`config.mk`:
```
export PLATFORM = sky130hd
export DESIGN_NAME = format_specifier_parser
export DESIGN_NICKNAME = d
export VERILOG_FILES = /design/src/design/fsp_pkg.sv /design/src/design/fsp_step.sv /design/src/design/format_specifier_parser.sv
export SDC_FILE = /design/constraint.sdc
export NUM_CORES = 1
export LEC_CHECK = 0
export BUFFER_PORTS_ARGS = -buffer_cell sky130_fd_sc_hd__buf_4
export CAP_MARGIN = 5
export CORE_ASPECT_RATIO = 0.7
export CORE_MARGIN = 1.5
export CORE_UTILIZATION = 45
export CTS_CLUSTER_DIAMETER = 50
export DETAILED_ROUTE_END_ITERATION = 12
export MAX_ROUTING_LAYER = met4
export PLACE_DENSITY = 0.66
export SYNTH_ARGS = -nofsm -noshare
export SYNTH_HDL_FRONTEND = slang
export SYNTH_SLANG_ARGS = --single-unit
```
`constraint.sdc`:
```
create_clock -name aclk -period 6.3 [get_ports aclk]
set_clock_uncertainty 0.15 [all_clocks]
set_input_delay 0.63 -clock aclk [delete_from_list [all_inputs] [get_ports aclk]]
set_output_delay 0.63 -clock aclk [all_outputs]
set_load 0.01 [all_outputs]
```
`src/design/fsp_pkg.sv`:
```
// Shared types, codes and character decode for the format specifier parser.
package fsp_pkg;

    // Per-word result status
    typedef enum logic [1:0] {
        ST_CONTINUE = 2'd0,
        ST_COMPLETE = 2'd1,
        ST_INVALID  = 2'd2
    } status_t;

    // Parse phase; the order matters, phases only move forward
    typedef enum logic [1:0] {
        PH_FLAGS = 2'd0,
        PH_WIDTH = 2'd1,
        PH_PREC  = 2'd2,
        PH_CONV  = 2'd3
    } phase_t;

    // Conversion codes
    localparam logic [3:0] CONV_NONE    = 4'd0;
    localparam logic [3:0] CONV_CHAR    = 4'd1;
    localparam logic [3:0] CONV_STRING  = 4'd2;
    localparam logic [3:0] CONV_POINTER = 4'd3;
    localparam logic [3:0] CONV_DEC_D   = 4'd4;
    localparam logic [3:0] CONV_DEC_I   = 4'd5;
    localparam logic [3:0] CONV_UNSIGN  = 4'd6;
    localparam logic [3:0] CONV_HEX_LO  = 4'd7;
    localparam logic [3:0] CONV_HEX_UP  = 4'd8;
    localparam logic [3:0] CONV_PERCENT = 4'd9;

    // Flag bit positions
    localparam int FLAG_ZERO      = 0;
    localparam int FLAG_MINUS     = 1;
    localparam int FLAG_PLUS      = 2;
    localparam int FLAG_SPACE     = 3;
    localparam int FLAG_ALTERNATE = 4;
    localparam int NUM_FLAGS      = 5;

    localparam logic [15:0] ACC_MAX = 16'hFFFF;

    // Complete parser state
    typedef struct packed {
        phase_t                 phase;
        logic [NUM_FLAGS-1:0]   flags;
        logic [15:0]            width;
        logic [15:0]            prec;
        logic [3:0]             conv;
    } parse_state_t;

    // One-hot flag for a flag character, zero otherwise
    function automatic logic [NUM_FLAGS-1:0] flag_onehot(input logic [7:0] ch);
        logic [NUM_FLAGS-1:0] fl;
        fl = '0;
        unique case (ch)
            8'h30:   fl[FLAG_ZERO]      = 1'b1;
            8'h2D:   fl[FLAG_MINUS]     = 1'b1;
            8'h2B:   fl[FLAG_PLUS]      = 1'b1;
            8'h20:   fl[FLAG_SPACE]     = 1'b1;
            8'h23:   fl[FLAG_ALTERNATE] = 1'b1;
            default: fl = '0;
        endcase
        return fl;
    endfunction

    // Conversion code for a conversion letter, CONV_NONE otherwise
    function automatic logic [3:0] conv_code(input logic [7:0] ch);
        logic [3:0] cv;
        unique case (ch)
            8'h63:   cv = CONV_CHAR;
            8'h73:   cv = CONV_STRING;
            8'h70:   cv = CONV_POINTER;
            8'h64:   cv = CONV_DEC_D;
            8'h69:   cv = CONV_DEC_I;
            8'h75:   cv = CONV_UNSIGN;
            8'h78:   cv = CONV_HEX_LO;
            8'h58:   cv = CONV_HEX_UP;
            8'h25:   cv = CONV_PERCENT;
            default: cv = CONV_NONE;
        endcase
        return cv;
    endfunction

endpackage

```
`src/design/fsp_step.sv`:
```
// Next-state and status logic for one format string word.
module fsp_step (
    input  fsp_pkg::parse_state_t cur_state,
    input  logic                  start_new,
    input  logic [7:0]            character,
    output fsp_pkg::parse_state_t next_state,
    output fsp_pkg::status_t      status
);
    import fsp_pkg::*;

    parse_state_t         base;
    logic [NUM_FLAGS-1:0] fl;
    logic [3:0]           cv;
    logic                 is_digit;
    logic                 is_dot;
    logic                 known;
    phase_t               target;
    logic                 bad;
    logic [15:0]          acc_in;
    logic [19:0]          acc_sum;
    logic [15:0]          acc_sat;

    // Decode the character
    always_comb begin
        base     = start_new ? '0 : cur_state;
        fl       = flag_onehot(character);
        cv       = conv_code(character);
        is_digit = (character >= 8'h30) && (character <= 8'h39);
        is_dot   = (character == 8'h2E);
    end

    // Classify into a target phase, earliest match wins
    always_comb begin
        known  = 1'b1;
        target = PH_FLAGS;
        priority if (base.phase == PH_FLAGS && (|fl)) begin
            target = PH_FLAGS;
        end else if ((base.phase == PH_PREC && is_digit) ||
                     (base.phase != PH_PREC && is_dot)) begin
            target = PH_PREC;
        end else if (is_digit) begin
            target = PH_WIDTH;
        end else if (cv != CONV_NONE) begin
            target = PH_CONV;
        end else begin
            known = 1'b0;
        end
    end

    // Shared times-ten accumulate with saturation
    always_comb begin
        acc_in  = (target == PH_WIDTH) ? base.width : base.prec;
        acc_sum = ({4'b0, acc_in} << 3) + ({4'b0, acc_in} << 1) + {16'b0, character[3:0]};
        acc_sat = (acc_sum > {4'b0, ACC_MAX}) ? ACC_MAX : acc_sum[15:0];
    end

    // Apply the word or drop it as invalid
    always_comb begin
        bad = !known || (target < base.phase) ||
              (target == PH_FLAGS && (|(fl & base.flags)));
        next_state = base;
        status     = ST_INVALID;
        if (!bad) begin
            next_state.phase = target;
            unique case (target)
                PH_FLAGS: next_state.flags = base.flags | fl;
                PH_WIDTH: next_state.width = acc_sat;
                PH_PREC:  next_state.prec  = is_dot ? base.prec : acc_sat;
                PH_CONV:  next_state.conv  = cv;
                default:  next_state = base;
            endcase
            status = (target == PH_CONV) ? ST_COMPLETE : ST_CONTINUE;
        end
    end

endmodule

```
`src/design/format_specifier_parser.sv`:
```
// Top level: printf conversion specification parser, one word per cycle while m_ready drains results.
// A word captured at acceptance goes to the input register, then to the state/result register once that slot is free.
// Throughput: 1 word per cycle unless a result stalls; the state update is one decode plus one times-ten add.
// The parser state registers double as the result payload, so they hold while a result stalls.
// Reset: synchronous active-low aresetn clears parser state and both valid flags.
// Set s_start_new on the first character after a percent sign to restart the parse.
module format_specifier_parser (
    input  logic        aclk,
    input  logic        aresetn,
    input  logic        s_valid,
    output logic        s_ready,
    input  logic        s_start_new,
    input  logic [7:0]  s_character,
    output logic        m_valid,
    input  logic        m_ready,
    output logic [1:0]  m_status,
    output logic [1:0]  m_phase,
    output logic        m_flag_zero,
    output logic        m_flag_minus,
    output logic        m_flag_plus,
    output logic        m_flag_space,
    output logic        m_flag_alternate,
    output logic [15:0] m_field_width,
    output logic [15:0] m_precision_value,
    output logic [3:0]  m_conversion
);
    import fsp_pkg::*;

    logic         in_valid_reg;
    logic         in_start_reg;
    logic [7:0]   in_char_reg;
    logic         out_valid_reg;
    status_t      status_reg;
    parse_state_t state_reg;
    parse_state_t state_next;
    status_t      status_next;
    logic         advance;

    // Move a word into the result slot when it is free or being drained
    assign advance = in_valid_reg && (!out_valid_reg || m_ready);
    assign s_ready = !in_valid_reg || advance;

    fsp_step u_step (
        .cur_state  (state_reg),
        .start_new  (in_start_reg),
        .character  (in_char_reg),
        .next_state (state_next),
        .status     (status_next)
    );

    // Input register
    always_ff @(posedge aclk) begin
        if (!aresetn) begin
            in_valid_reg <= 1'b0;
        end else if (s_ready) begin
            in_valid_reg <= s_valid;
        end
        if (s_valid && s_ready) begin
            in_start_reg <= s_start_new;
            in_char_reg  <= s_character;
        end
    end

    // Parser state and result register
    always_ff @(posedge aclk) begin
        if (!aresetn) begin
            out_valid_reg <= 1'b0;
            state_reg     <= '0;
            status_reg    <= ST_CONTINUE;
        end else begin
            if (advance) begin
                out_valid_reg <= 1'b1;
                state_reg     <= state_next;
                status_reg    <= status_next;
            end else if (m_ready) begin
                out_valid_reg <= 1'b0;
            end
        end
    end

    // Drive result ports
    assign m_valid           = out_valid_reg;
    assign m_status          = status_reg;
    assign m_phase           = state_reg.phase;
    assign m_flag_zero       = state_reg.flags[FLAG_ZERO];
    assign m_flag_minus      = state_reg.flags[FLAG_MINUS];
    assign m_flag_plus       = state_reg.flags[FLAG_PLUS];
    assign m_flag_space      = state_reg.flags[FLAG_SPACE];
    assign m_flag_alternate  = state_reg.flags[FLAG_ALTERNATE];
    assign m_field_width     = state_reg.width;
    assign m_precision_value = state_reg.prec;
    assign m_conversion      = state_reg.conv;

    // A completed word always leaves a conversion in place
    a_complete_has_conv: assert property (@(posedge aclk) disable iff (!aresetn)
        (out_valid_reg && status_reg == ST_COMPLETE) |->
            (state_reg.phase == PH_CONV && state_reg.conv != CONV_NONE))
        else $error("complete status without conversion");

    // An invalid word without restart leaves the state untouched
    a_invalid_holds: assert property (@(posedge aclk) disable iff (!aresetn)
        (advance && !in_start_reg && status_next == ST_INVALID) |=>
            (state_reg == $past(state_reg)))
        else $error("invalid word changed parser state");

    // Nothing past the flags is set while still in the flag phase
    a_flag_phase_clean: assert property (@(posedge aclk) disable iff (!aresetn)
        (state_reg.phase == PH_FLAGS) |->
            (state_reg.width == '0 && state_reg.prec == '0 && state_reg.conv == CONV_NONE))
        else $error("flag phase with later fields set");

    // Precision stays clear before the precision phase
    a_prec_before_dot: assert property (@(posedge aclk) disable iff (!aresetn)
        (state_reg.phase == PH_FLAGS || state_reg.phase == PH_WIDTH) |->
            (state_reg.prec == '0))
        else $error("precision set before dot");

endmodule
```
==> results.cfg <==
[worst_setup_path]
cp_slowest_cell = nor4_1
crit_start = in_char_reg[1]
crit_end = m_field_width[15]
critical-path-top-delay-family = compound AO/OA/AOI/OAI gates
r2r_slack_ps = 930
cp.depth = 16
crit_path_end_kind = register
worst-path-buf-inv = 2
slowest_delay_ps = 650
worstPathRequired_ps = 6340
r2r_end = m_field_width[15]
reg2reg_from = in_char_reg[1]
cp_max_fo = 18
path_cells = nor4_1 > a21oi_1 > o21bai_1 > buf_4 > mux2i_1 > or2_2 > fa_1 > inv_1 > ha_1 > a211oi_1 > o21a_1 > o21ai_0 > a2111oi_1 > o221ai_2 > or4_1 > a22o_1
worstRegToRegCells = 16
cp_data_arrival_time_ps = 5410
path_class = register to register
setup.worst_path.start_class = register

[cts]
cts_buffers = 5
cts_resized = 0
cts_sinks = 56
cts_tree = built
holdBufCountCts = 0
clk_latency_ps = 300
cts-root-buf = clkbuf_16
clkTransAtPathRegs_ps = 70
cts_max_level = 2
cts_setup_buffers = 0
cts_buffer_depth = 2

[synth]
syn_nets = 480
synth_cell_types = 66
synth-seq-cells = 56
synth_edf_count = 9
synthArstFlopShare_pct = 0
synthCells = 433
synth-adder-area-share_pct = 12.4
synth.avg_cell_area_sq_um = 8.23
yosysSeqAreaShare_pct = 34.0
synth_simple_gate_area_share_pct = 23.6
ys_dominant_reg_cell = dfxtp_1
synthXorXnorAreaFrac_pct = 2.21
synth_area_sq_um = 3560
muxShareOfSynthArea_pct = 2.60
synth-compound-area-share_pct = 21.3
yosysWarnings = 0
synth_top_family_by_area = simple AND/OR/NAND/NOR gates

[floorplanning]
core_area_sq_um = 7480
fp.dieW_um = 109
start_util_pct = 47.6
fp.dieArea_sq_um = 8470
die_y_um = 77.4
ios = 60
core.rowCount = 26

[power_and_ir_drop]
comb_power_share_pct = 6.3
power_switching_uw = 173
p_int_uw = 574
seqPwrFrac_pct = 50.5
p_leak_nw = 1.81
ir_drop_mv = 0.104
power_frac_clock_pct = 43.2
p_per_area_nw_per_um2 = 176
swShare_pct = 23.2

[global_routing]
grt_pass1_wl_um = 15600
met2_usage_pct = 31.5
grt_use_met3_pct = 4.79
grt_max_degree = 23
gr-total-overflow = 0
antenna_found_initial = 0
grt_usage_pct = 24.2
busiest_layer = met1
grt_pass1_vias = 3000
met1_usage_pct = 38.2

[cells_and_area]
nFillCells = 695
layout_commonest_cell = nand2_1
n_antenna_cell = 0
layout_common_cells = nand2_1 (80), buf_4 (62), dfxtp_1 (47), o21ai_0 (33), ha_1 (32)
final_cells = 583
drive_gt1_share_pct = 16.7
final_nets = 531
area_growth_pct = 18.9

[detailed_routing]
drt-initial-drc-count = 269
drt-total-wl_um = 9530
first_pass_iters = 5
routed_via_density = 5.74
antenna_left = 0
wl_per_cell_um = 16.3
drc_errors = 0
via_count = 3348

[timing]
hold_viol = 0
final_max_slew_viol_count = 0
period_share_pct = 85.2
clock.fmax_mhz = 186
grt_setup_unrepaired = no
setup_viol = 0
slew_headroom_pct = 44.2
min_period_ps = 5370
tightest_slew_ps = 835
setup_tns_ps = 0

[min_path]
hp-start = m_conversion[0]
min_path_cells = 2
hp-class = register to register

[run]
cap_violations = 0

[placed_design]
gp_congestion = 0.922
place_inst = 575
port_buffers = 59
dp_hpwl_um = 7000

[status]
status = finished clean
==> kinds of logic (layout without fill, tap and decap cells) <==
group                      count (synthesis)  after routing
DFF                                       56             56
muxes                                      8              8
and+or+nand+nor                          173            173
AOI/OAI and AO/OA                        120            120
adders and majority gates                 34             34
buffers and inverters                     33             85
xor gates and xnor gates                   9              9
==> per-stage QoR <==
step / util [%] / setup WS [ps] / instance area [sq um] / hold slack [ps] / power [mW]
4_1_cts: 56.6 / 955 / 4240 / 314 / 0.753
3_3_place_gp: 54.4 / 1130 / 4070 / 292 / 0.431
3_5_place_dp: 54.4 / 984 / 4070 / 304 / 0.432
2_1_floorplan: - / 1410 / 3560 / 326 / 0.413
6_report: 56.6 / 934 / 4240 / 310 / 0.747
5_1_grt: 56.6 / 373 / 4240 / 337 / 0.772
==> power by group through the flow <==
stage	combinational (mW)	clock [mW]	sequential (mW)
finish	0.0472	0.322	0.377
global route	0.0513	0.343	0.378
CTS	0.0467	0.329	0.377
detailed placement	0.0465	0	0.385
global placement	0.0463	0	0.385
floorplan	0.0328	0	0.380
==> how the worst min path moves through the flow <==
stage,end,slack (ps)
floorplan,m_conversion[0],330
global placement,m_conversion[0],290
detailed placement,m_conversion[0],300
CTS,m_conversion[0],310
global route,m_field_width[7],340
finish,m_conversion[0],310
==> cell usage after synthesis (3+ instances only) <==
master    count  area, sq um
or4_1         3         22.5
inv_1        15         56.3
nand2_1      80          300
o21a_1        8         60.1
nand3b_1      4         30.0
ha_1         32          400
xor2_1        4         35.0
edfxtp_1      9          270
nor2b_1      11         68.8
mux2i_1       7         70.1
a21oi_1      26          130
o211ai_1      5         37.5
clkbuf_1      9         33.8
nor2_1       28          105
nand3_1       8         40.0
buf_2         5         25.0
nand4_1       3         18.8
nor4_1        3         18.8
dfxtp_1      47          941
o21ai_0      33          165
and3_1        3         18.8
xnor2_1       5         43.8
or3_1         3         18.8
o21ai_1      11         55.1
nand2b_1      5         31.3
o21bai_1      5         37.5
a211oi_1      3         22.5
or2_2         3         18.8
nor3_1        4         20.0
==> worst register-to-register path, delay by kind of cell, from the launching register on <==
| kind | cells | cell delay [ps] |
|---|---|---|
| buf+inv | 2 | 350 |
| simple gates | 3 | 1550 |
| compound gates | 8 | 1710 |
| flops | 1 | 580 |
| fa+ha+maj | 2 | 820 |
| mux | 1 | 110 |
==> layer usage <==
metal / vias to the layer above / routed length [um]
met5: - / 0
met4: 0 / 80
met3: 9 / 784
met2: 141 / 3650
met1: 1543 / 5020
li1: 1655 / -
==> layout make-up <==
cell class / count / area, sq um / area share [%]
clock inverter: 3 / 42.5 / 1.00
sequential: 56 / 1210 / 28.6
timing repair buffer: 62 / 465 / 11.0
tap: 98 / 123 / 2.89
clock buffer: 5 / 125 / 2.95
inverter: 15 / 56.3 / 1.33
multi-input combinational: 344 / 2210 / 52.2
No activity file was read; power rests on OpenSTA's default activity.
